<file path="src/ple_pkg.sv">
// shared types and codes for the positional list engine
package ple_pkg;

  // widths fixed by the interface fields
  localparam int CNT_W = 7;
  localparam int POS_W = 8;
  localparam int EXT_W = POS_W + 1;

  // operation codes
  localparam logic [2:0] FN_INS_FIRST = 3'd0;
  localparam logic [2:0] FN_INS_LAST  = 3'd1;
  localparam logic [2:0] FN_INS_POS   = 3'd2;
  localparam logic [2:0] FN_DEL_FIRST = 3'd3;
  localparam logic [2:0] FN_DEL_LAST  = 3'd4;
  localparam logic [2:0] FN_DEL_POS   = 3'd5;
  localparam logic [2:0] FN_DISPLAY   = 3'd6;

  // result status codes
  localparam logic [1:0] ST_OK     = 2'd0;
  localparam logic [1:0] ST_BADPOS = 2'd1;
  localparam logic [1:0] ST_EMPTY  = 2'd2;
  localparam logic [1:0] ST_FULL   = 2'd3;

  // cell operation codes
  localparam logic [1:0] MODE_HOLD = 2'd0;
  localparam logic [1:0] MODE_INS  = 2'd1;
  localparam logic [1:0] MODE_DEL  = 2'd2;
  localparam logic [1:0] MODE_ROT  = 2'd3;

  // command broadcast from the controller to every cell
  typedef struct packed {
    logic [1:0]       mode;
    logic [CNT_W-1:0] pos;
    logic [CNT_W-1:0] tail;
  } ple_cmd_t;

endpackage

</file>
<file path="src/ple_cell.sv">
// one storage cell of the list chain
module ple_cell #(
  parameter int DATA_WIDTH = 32,
  parameter int INDEX      = 0
) (
  input  logic                  clk,
  input  ple_pkg::ple_cmd_t     cmd,
  input  logic [DATA_WIDTH-1:0] ins_data,
  input  logic [DATA_WIDTH-1:0] left_data,
  input  logic [DATA_WIDTH-1:0] right_data,
  input  logic [DATA_WIDTH-1:0] head_data,
  output logic [DATA_WIDTH-1:0] data_q
);
  import ple_pkg::*;

  localparam logic [CNT_W-1:0] IDX_C = CNT_W'(INDEX);

  logic [DATA_WIDTH-1:0] data_r, data_nxt;

  // insert shifts toward the tail, delete and rotate shift toward the head
  always_comb begin
    data_nxt = data_r;
    case (cmd.mode)
      MODE_INS: begin
        if (IDX_C > cmd.pos) begin
          data_nxt = left_data;
        end else if (IDX_C == cmd.pos) begin
          data_nxt = ins_data;
        end
      end
      MODE_DEL: begin
        if (IDX_C >= cmd.pos) begin
          data_nxt = right_data;
        end
      end
      MODE_ROT: begin
        if (IDX_C == cmd.tail) begin
          data_nxt = head_data;
        end else if (IDX_C < cmd.tail) begin
          data_nxt = right_data;
        end
      end
      default: begin
        data_nxt = data_r;
      end
    endcase
  end

  always_ff @(posedge clk) begin
    data_r <= data_nxt;
  end

  assign data_q = data_r;

endmodule

</file>
<file path="src/ple_ctrl.sv">
// operation decode, element count and display sequencing
module ple_ctrl #(
  parameter int CAPACITY   = 16,
  parameter int DATA_WIDTH = 32
) (
  input  logic                  clk,
  input  logic                  rst_n,
  input  logic                  start,
  output logic                  busy,
  input  logic [2:0]            in_func,
  input  logic [7:0]            in_position,
  input  logic [DATA_WIDTH-1:0] head_data,
  output ple_pkg::ple_cmd_t     cmd,
  output logic                  out_valid,
  output logic [1:0]            out_status,
  output logic [31:0]           out_element,
  output logic [6:0]            out_element_index,
  output logic [6:0]            out_length,
  output logic                  out_last
);
  import ple_pkg::*;

  localparam logic [CNT_W-1:0] CAP_C = CNT_W'(CAPACITY);

  logic             busy_r, busy_nxt;
  logic [CNT_W-1:0] count_r, count_nxt;
  logic [CNT_W-1:0] disp_r, disp_nxt;
  logic             valid_r, valid_nxt;
  logic [1:0]       status_r, status_nxt;
  logic [31:0]      elem_r, elem_nxt;
  logic [6:0]       idx_r, idx_nxt;
  logic [6:0]       len_r;
  logic             last_r, last_nxt;

  logic [EXT_W-1:0] cnt_ext;
  logic [EXT_W-1:0] ins_pos1;
  logic [EXT_W-1:0] del_pos1;
  logic [CNT_W-1:0] disp_inc;

  assign cnt_ext  = {{(EXT_W-CNT_W){1'b0}}, count_r};
  assign disp_inc = disp_r + CNT_W'(1);

  // one-based target position for each operation family
  always_comb begin
    case (in_func)
      FN_INS_FIRST: ins_pos1 = EXT_W'(1);
      FN_INS_LAST:  ins_pos1 = cnt_ext + EXT_W'(1);
      default:      ins_pos1 = {1'b0, in_position};
    endcase
    case (in_func)
      FN_DEL_FIRST: del_pos1 = EXT_W'(1);
      FN_DEL_LAST:  del_pos1 = cnt_ext;
      default:      del_pos1 = {1'b0, in_position};
    endcase
  end

  // decode and sequencing
  always_comb begin
    cmd.mode   = MODE_HOLD;
    cmd.pos    = '0;
    cmd.tail   = count_r - CNT_W'(1);
    count_nxt  = count_r;
    busy_nxt   = busy_r;
    disp_nxt   = disp_r;
    valid_nxt  = 1'b0;
    status_nxt = ST_OK;
    elem_nxt   = '0;
    idx_nxt    = '0;
    last_nxt   = 1'b1;
    if (busy_r) begin
      // display: emit the head and rotate the occupied cells by one
      cmd.mode  = MODE_ROT;
      valid_nxt = 1'b1;
      elem_nxt  = 32'(head_data);
      idx_nxt   = disp_inc;
      last_nxt  = (disp_inc == count_r);
      disp_nxt  = disp_inc;
      if (disp_inc == count_r) begin
        busy_nxt = 1'b0;
      end
    end else if (start) begin
      valid_nxt = 1'b1;
      case (in_func)
        FN_INS_FIRST, FN_INS_LAST, FN_INS_POS: begin
          if (ins_pos1 == '0 || ins_pos1 > cnt_ext + EXT_W'(1)) begin
            status_nxt = ST_BADPOS;
          end else if (count_r == CAP_C) begin
            status_nxt = ST_FULL;
          end else begin
            cmd.mode  = MODE_INS;
            cmd.pos   = CNT_W'(ins_pos1 - EXT_W'(1));
            count_nxt = count_r + CNT_W'(1);
          end
        end
        FN_DEL_FIRST, FN_DEL_LAST, FN_DEL_POS: begin
          if (in_func != FN_DEL_POS && count_r == '0) begin
            status_nxt = ST_EMPTY;
          end else if (del_pos1 == '0 || del_pos1 > cnt_ext) begin
            status_nxt = ST_BADPOS;
          end else begin
            cmd.mode  = MODE_DEL;
            cmd.pos   = CNT_W'(del_pos1 - EXT_W'(1));
            count_nxt = count_r - CNT_W'(1);
          end
        end
        FN_DISPLAY: begin
          if (count_r == '0) begin
            status_nxt = ST_EMPTY;
          end else begin
            valid_nxt = 1'b0;
            busy_nxt  = 1'b1;
            disp_nxt  = '0;
          end
        end
        default: begin
          status_nxt = ST_OK;
        end
      endcase
    end
  end

  // control state
  always_ff @(posedge clk) begin
    if (!rst_n) begin
      busy_r  <= 1'b0;
      count_r <= '0;
      disp_r  <= '0;
      valid_r <= 1'b0;
    end else begin
      busy_r  <= busy_nxt;
      count_r <= count_nxt;
      disp_r  <= disp_nxt;
      valid_r <= valid_nxt;
    end
  end

  // result payload
  always_ff @(posedge clk) begin
    status_r <= status_nxt;
    elem_r   <= elem_nxt;
    idx_r    <= idx_nxt;
    len_r    <= count_nxt;
    last_r   <= last_nxt;
  end

  assign busy              = busy_r;
  assign out_valid         = valid_r;
  assign out_status        = status_r;
  assign out_element       = elem_r;
  assign out_element_index = idx_r;
  assign out_length        = len_r;
  assign out_last          = last_r;

endmodule

</file>
<file path="src/positional_list_engine.sv">
// top level of the positional list engine: controller plus chain of cells
//
//  port group   direction  transfer when
//  in_*         input      start high and busy low at a rising edge
//  out_*        output     out_valid high, taken at the edge that ends the cycle
//
// Inserts, deletes and the unused code leave busy low; the next operation may
// start in the following cycle. The registered result shows in the next cycle.
// Display holds busy while it emits one result per element, as the occupied cells
// rotate one place per cycle toward the head; an empty list gives one result.
// Synchronous active-low reset empties the list; cell contents are not cleared.
// The receiver cannot stall; every result is shown for exactly one cycle.
module positional_list_engine #(
  parameter int CAPACITY   = 16,
  parameter int DATA_WIDTH = 32
) (
  input  logic        clk,
  input  logic        rst_n,
  input  logic        start,
  output logic        busy,
  input  logic [2:0]  in_func,
  input  logic [31:0] in_value,
  input  logic [7:0]  in_position,
  output logic        out_valid,
  output logic [1:0]  out_status,
  output logic [31:0] out_element,
  output logic [6:0]  out_element_index,
  output logic [6:0]  out_length,
  output logic        out_last
);
  import ple_pkg::*;

  ple_cmd_t              cmd;
  logic [DATA_WIDTH-1:0] ins_data;
  logic [DATA_WIDTH-1:0] cell_q [CAPACITY];

  assign ins_data = DATA_WIDTH'(in_value);

  // decode and sequencing
  ple_ctrl #(
    .CAPACITY   (CAPACITY),
    .DATA_WIDTH (DATA_WIDTH)
  ) u_ctrl (
    .clk               (clk),
    .rst_n             (rst_n),
    .start             (start),
    .busy              (busy),
    .in_func           (in_func),
    .in_position       (in_position),
    .head_data         (cell_q[0]),
    .cmd               (cmd),
    .out_valid         (out_valid),
    .out_status        (out_status),
    .out_element       (out_element),
    .out_element_index (out_element_index),
    .out_length        (out_length),
    .out_last          (out_last)
  );

  // chain of cells, each linked to both neighbors
  for (genvar i = 0; i < CAPACITY; i++) begin : g_cell
    logic [DATA_WIDTH-1:0] left_d, right_d;

    if (i == 0) begin : g_first
      assign left_d = cell_q[i];
    end else begin : g_mid_l
      assign left_d = cell_q[i-1];
    end

    if (i == CAPACITY - 1) begin : g_end
      assign right_d = cell_q[i];
    end else begin : g_mid_r
      assign right_d = cell_q[i+1];
    end

    ple_cell #(
      .DATA_WIDTH (DATA_WIDTH),
      .INDEX      (i)
    ) u_cell (
      .clk        (clk),
      .cmd        (cmd),
      .ins_data   (ins_data),
      .left_data  (left_d),
      .right_data (right_d),
      .head_data  (cell_q[0]),
      .data_q     (cell_q[i])
    );
  end

endmodule
</file>
<file path="config.mk">
export PLATFORM = sky130hd
export DESIGN_NAME = positional_list_engine
export DESIGN_NICKNAME = d
export VERILOG_FILES = /design/src/ple_pkg.sv /design/src/ple_cell.sv /design/src/ple_ctrl.sv /design/src/positional_list_engine.sv
export SDC_FILE = /design/constraint.sdc
export NUM_CORES = 2
export LEC_CHECK = 0
export ABC_AREA = 1
export BUFFER_PORTS_ARGS = -buffer_cell sky130_fd_sc_hd__buf_2
export CAP_MARGIN = 20
export CORE_MARGIN = 4
export CORE_UTILIZATION = 45
export DETAILED_ROUTE_END_ITERATION = 6
export GPL_ROUTABILITY_DRIVEN = 0
export SETUP_SLACK_MARGIN = 0.3
export SLEW_MARGIN = 5
export SYNTH_ARGS = -nofsm -noshare
export SYNTH_HDL_FRONTEND = slang
export SYNTH_SLANG_ARGS = --single-unit
export TNS_END_PERCENT = 1
</file>
<file path="constraint.sdc">
create_clock -name clk -period 8.5 [get_ports clk]
set_clock_uncertainty 0.05 [all_clocks]
set_input_delay 1.7 -clock clk [delete_from_list [all_inputs] [get_ports clk]]
set_output_delay 1.7 -clock clk [all_outputs]
set_load 0.01 [all_outputs]
</file>
==> qor.yml <==
timing:
  slew_headroom_pct: 20.9
  setup_viol: 0
  tns_ns: 0
  tightestPinTransition_ns: 1.18
  max_freq_mhz: 159
  timing.final.crit_share_pct: 73.9
  min_period_ns: 6.28
  finalHoldViolCount: 0
  rsz0062_at_grt: "false"
  setup_slack_ns: 2.22
  slew_violations: 0
logic_synthesis:
  async_reset_ff_share_pct: 0
  yosysMostFrequentCell: "nand2_1"
  synth_cell_types: 42
  synthFlopType: "edfxtp_1"
  synth_nets: 4329
  syn_inst: 4259
  syn_avg_cell_area_sq_um: 8.22
  yosys_register_bits: 577
  synth_top_area_cell: "edfxtp_1"
  syn_area_sq_mm: 0.0350
  synth_top_area_share_pct: 43.9
  synth_edf_count: 512
  synth_area_leaders: "edfxtp_1 44%, nand2_1 13%, nand3_1 9.7%"
  synth_common_cells: "1205 x nand2_1, 680 x nand3_1, 512 x edfxtp_1"
  ys_warn_count: 0
  synth-seq-area-share_pct: 47.6
setup_path:
  cp_slowest_cell: "nand3_2"
  reg2reg_slack_ns: 2.22
  cp-end-kind: "flip-flop"
  worstPathRequired_ns: 8.82
  slowest_delay_ns: 0.78
  path_cells: "inv_1 > ha_1 > inv_1 > o21ai_0 > ha_1 > a21oi_1 > o21ai_0 > nand2_1 > nand2_1 > o21ai_1 > nand4_1 > nand2_2 > nand2_4 > inv_1 > nand3_2 > nand2_2 > buf_4 > nand2_1 > nand3_1 > nand2_1"
  cp.arrival_ns: 6.60
  r2r_start: "u_ctrl.count_r[0]"
  path_max_fanout: 37
  r2r_cells: 20
  critical_path.most_common_cell: "nand2_1"
  start_kind: "flip-flop"
  crit_type: "reg2reg"
  r2r_end: "g_cell[13].u_cell.data_q[3]"
run_status:
  status: "completed"
hold_path:
  whs_endpoint: "u_ctrl.disp_r[5]"
  hold_class: "reg2reg"
  hold_start: "u_ctrl.disp_r[5]"
  min_delay_path_depth: 2
route:
  vias: 33400
  routedWlPerCell_um: 26.6
  drtIter0Drc: 4918
  drt_pass1_iterations: 6
  wl_mm: 139
  drc: 0
  vias_per_cell: 6.38
  postRouteAntennaNets: 0
global_route:
  grt_pass1_vias: 31600
  grt_max_degree: 140
  grt_pass1_wl_mm: 205
  gr-usage-all-layers_pct: 32.8
  overflow: 0
  antenna_found_initial: 1
die:
  core_sq_mm: 0.0773
  die_area_sq_mm: 0.0824
  start_util_pct: 45.3
  fp-row-count: 102
  die_w_um: 287
  fp.dieH_um: 287
  io_pins: 97
clocking:
  cts_hold_buf: 0
  clkLatencyLatePin_ns: 0.63
  htreeDepth: 3
  cts_tree: "yes"
  clock-sinks: 577
  clock_tree.buffer_depth: 3
  clkTransAtPathRegs_ns: 0.06
  post_cts_buffers: 0
  cts_resized: 0
  cts_buffers: 69
  cts-root-buf: "clkbuf_16"
placement:
  place_area_sq_mm: 0.0362
  dpl.hpwl_mm: 82.5
  dp_slack_ns: 1.66
  numPortBuffers: 96
layout:
  regArea_sq_mm: 0.0167
  drive_gt1_share_pct: 9.21
  area_growth_pct: 10.0
  final_area_sq_mm: 0.0385
  nets: 4218
  num-fill-cells: 7529
  multi_input_area_sq_mm: 0.0157
  antennaDiodeCount: 0
power:
  leakagePower_uw: 0.0163
  finalPower_uw: 8970
  powerDensity_mw_per_mm2: 233
  irDropWorstVdd_mv: 0.164
job:
  maxCapViolCount: 0
==> state kept, by name, summed over array words and instances (netlist names) <==
signal                    count
u_ctrl.out_element_index      7
u_ctrl.out_status             2
u_ctrl.disp_r                 7
u_ctrl.count_r                7
u_ctrl.out_length             7
g_cell.u_cell.data_q        512
u_ctrl.out_valid              1
u_ctrl.busy                   1
u_ctrl.out_element           32
u_ctrl.out_last               1
==> layout make-up <==
cell class / instances / share of cell area, %
Clock buffer: 115 / 5.57
Tap cell: 1040 / 3.38
Timing Repair Buffer: 186 / 3.24
Inverter: 348 / 3.41
Sequential cell: 577 / 43.3
Clock inverter: 11 / 0.273
Multi-Input combinational cell: 2966 / 40.8
==> worst max-delay path, delay by kind of cell, from the launching register on <==
kind | cells | cell delay [ns]
AOI/OAI and AO/OA | 4 | 0.91
adders and majority gates | 2 | 0.72
buffers and inverters | 4 | 1.28
DFF | 1 | 0.73
and+or+nand+nor | 10 | 2.32
==> logic make-up after synthesis <==
logic type / share of synthesized area [%]
and+or+nand+nor: 30.0
buffers and inverters: 8.51
AOI/OAI and AO/OA: 12.7
DFF: 47.6
adders and majority gates: 0.857
xor gates and xnor gates: 0.325
==> through the flow <==
stage,hold WS [ns],utilization (%),instances
floorplan,0.411,-,4259
global route,0.482,49.8,5243
finish,0.460,49.8,5243
detailed placement,0.442,46.8,5112
CTS,0.456,49.7,5238
global placement,0.425,46.8,5112
==> where the power goes <==
group,internal [uW],switching (uW),leakage [uW]
registers,3620,169,0.00521
logic,617,1540,0.0100
clock network,1760,1260,0.00110
==> placed cells by master, fill, tap and decap left out, types with 8 or more instances in the layout <==
master	netlist	routed
clkbuf_1	190	26
nor2_1	99	89
nand2_2	17	20
nand4_1	11	11
nor2_4	2	13
xor2_1	10	10
clkbuf_8	0	14
buf_2	135	96
o22ai_1	12	11
inv_1	340	338
nand3b_1	222	222
nand2_1	1205	1201
nand3_2	8	11
nor3_1	17	8
nor3_2	0	9
o21ai_0	92	86
clkbuf_16	0	74
a22oi_1	437	437
nand3_1	680	677
o21ai_4	0	17
buf_4	15	85
dfxtp_1	65	64
o21ai_1	36	34
a21oi_1	39	39
ha_1	24	24
edfxtp_1	512	512
==> per-layer routing <==
layer	global-route usage, %	share of wire, %	wire length (um)	vias up
li1	-	-	-	14600
met1	45.7	40	55600	16100
met2	50.3	44	60800	2297
met3	5.99	12	16200	416
met4	14.0	4.9	6870	2
met5	0	0.011	16	-
==> how the worst max path moves through the flow <==
stage | slack [ns] | cells after the start | startpoint | endpoint
floorplan | 1.51 | 25 | in_func[2] | g_cell[4].u_cell.data_q[0]
global placement | 1.79 | 21 | in_func[2] | g_cell[10].u_cell.data_q[5]
detailed placement | 1.66 | 22 | in_func[2] | g_cell[10].u_cell.data_q[7]
CTS | 2.24 | 21 | u_ctrl.count_r[0] | g_cell[10].u_cell.data_q[7]
global route | 1.95 | 20 | u_ctrl.count_r[0] | g_cell[13].u_cell.data_q[7]
finish | 2.22 | 20 | u_ctrl.count_r[0] | g_cell[13].u_cell.data_q[3]
Power figures use the tool's default switching activity.
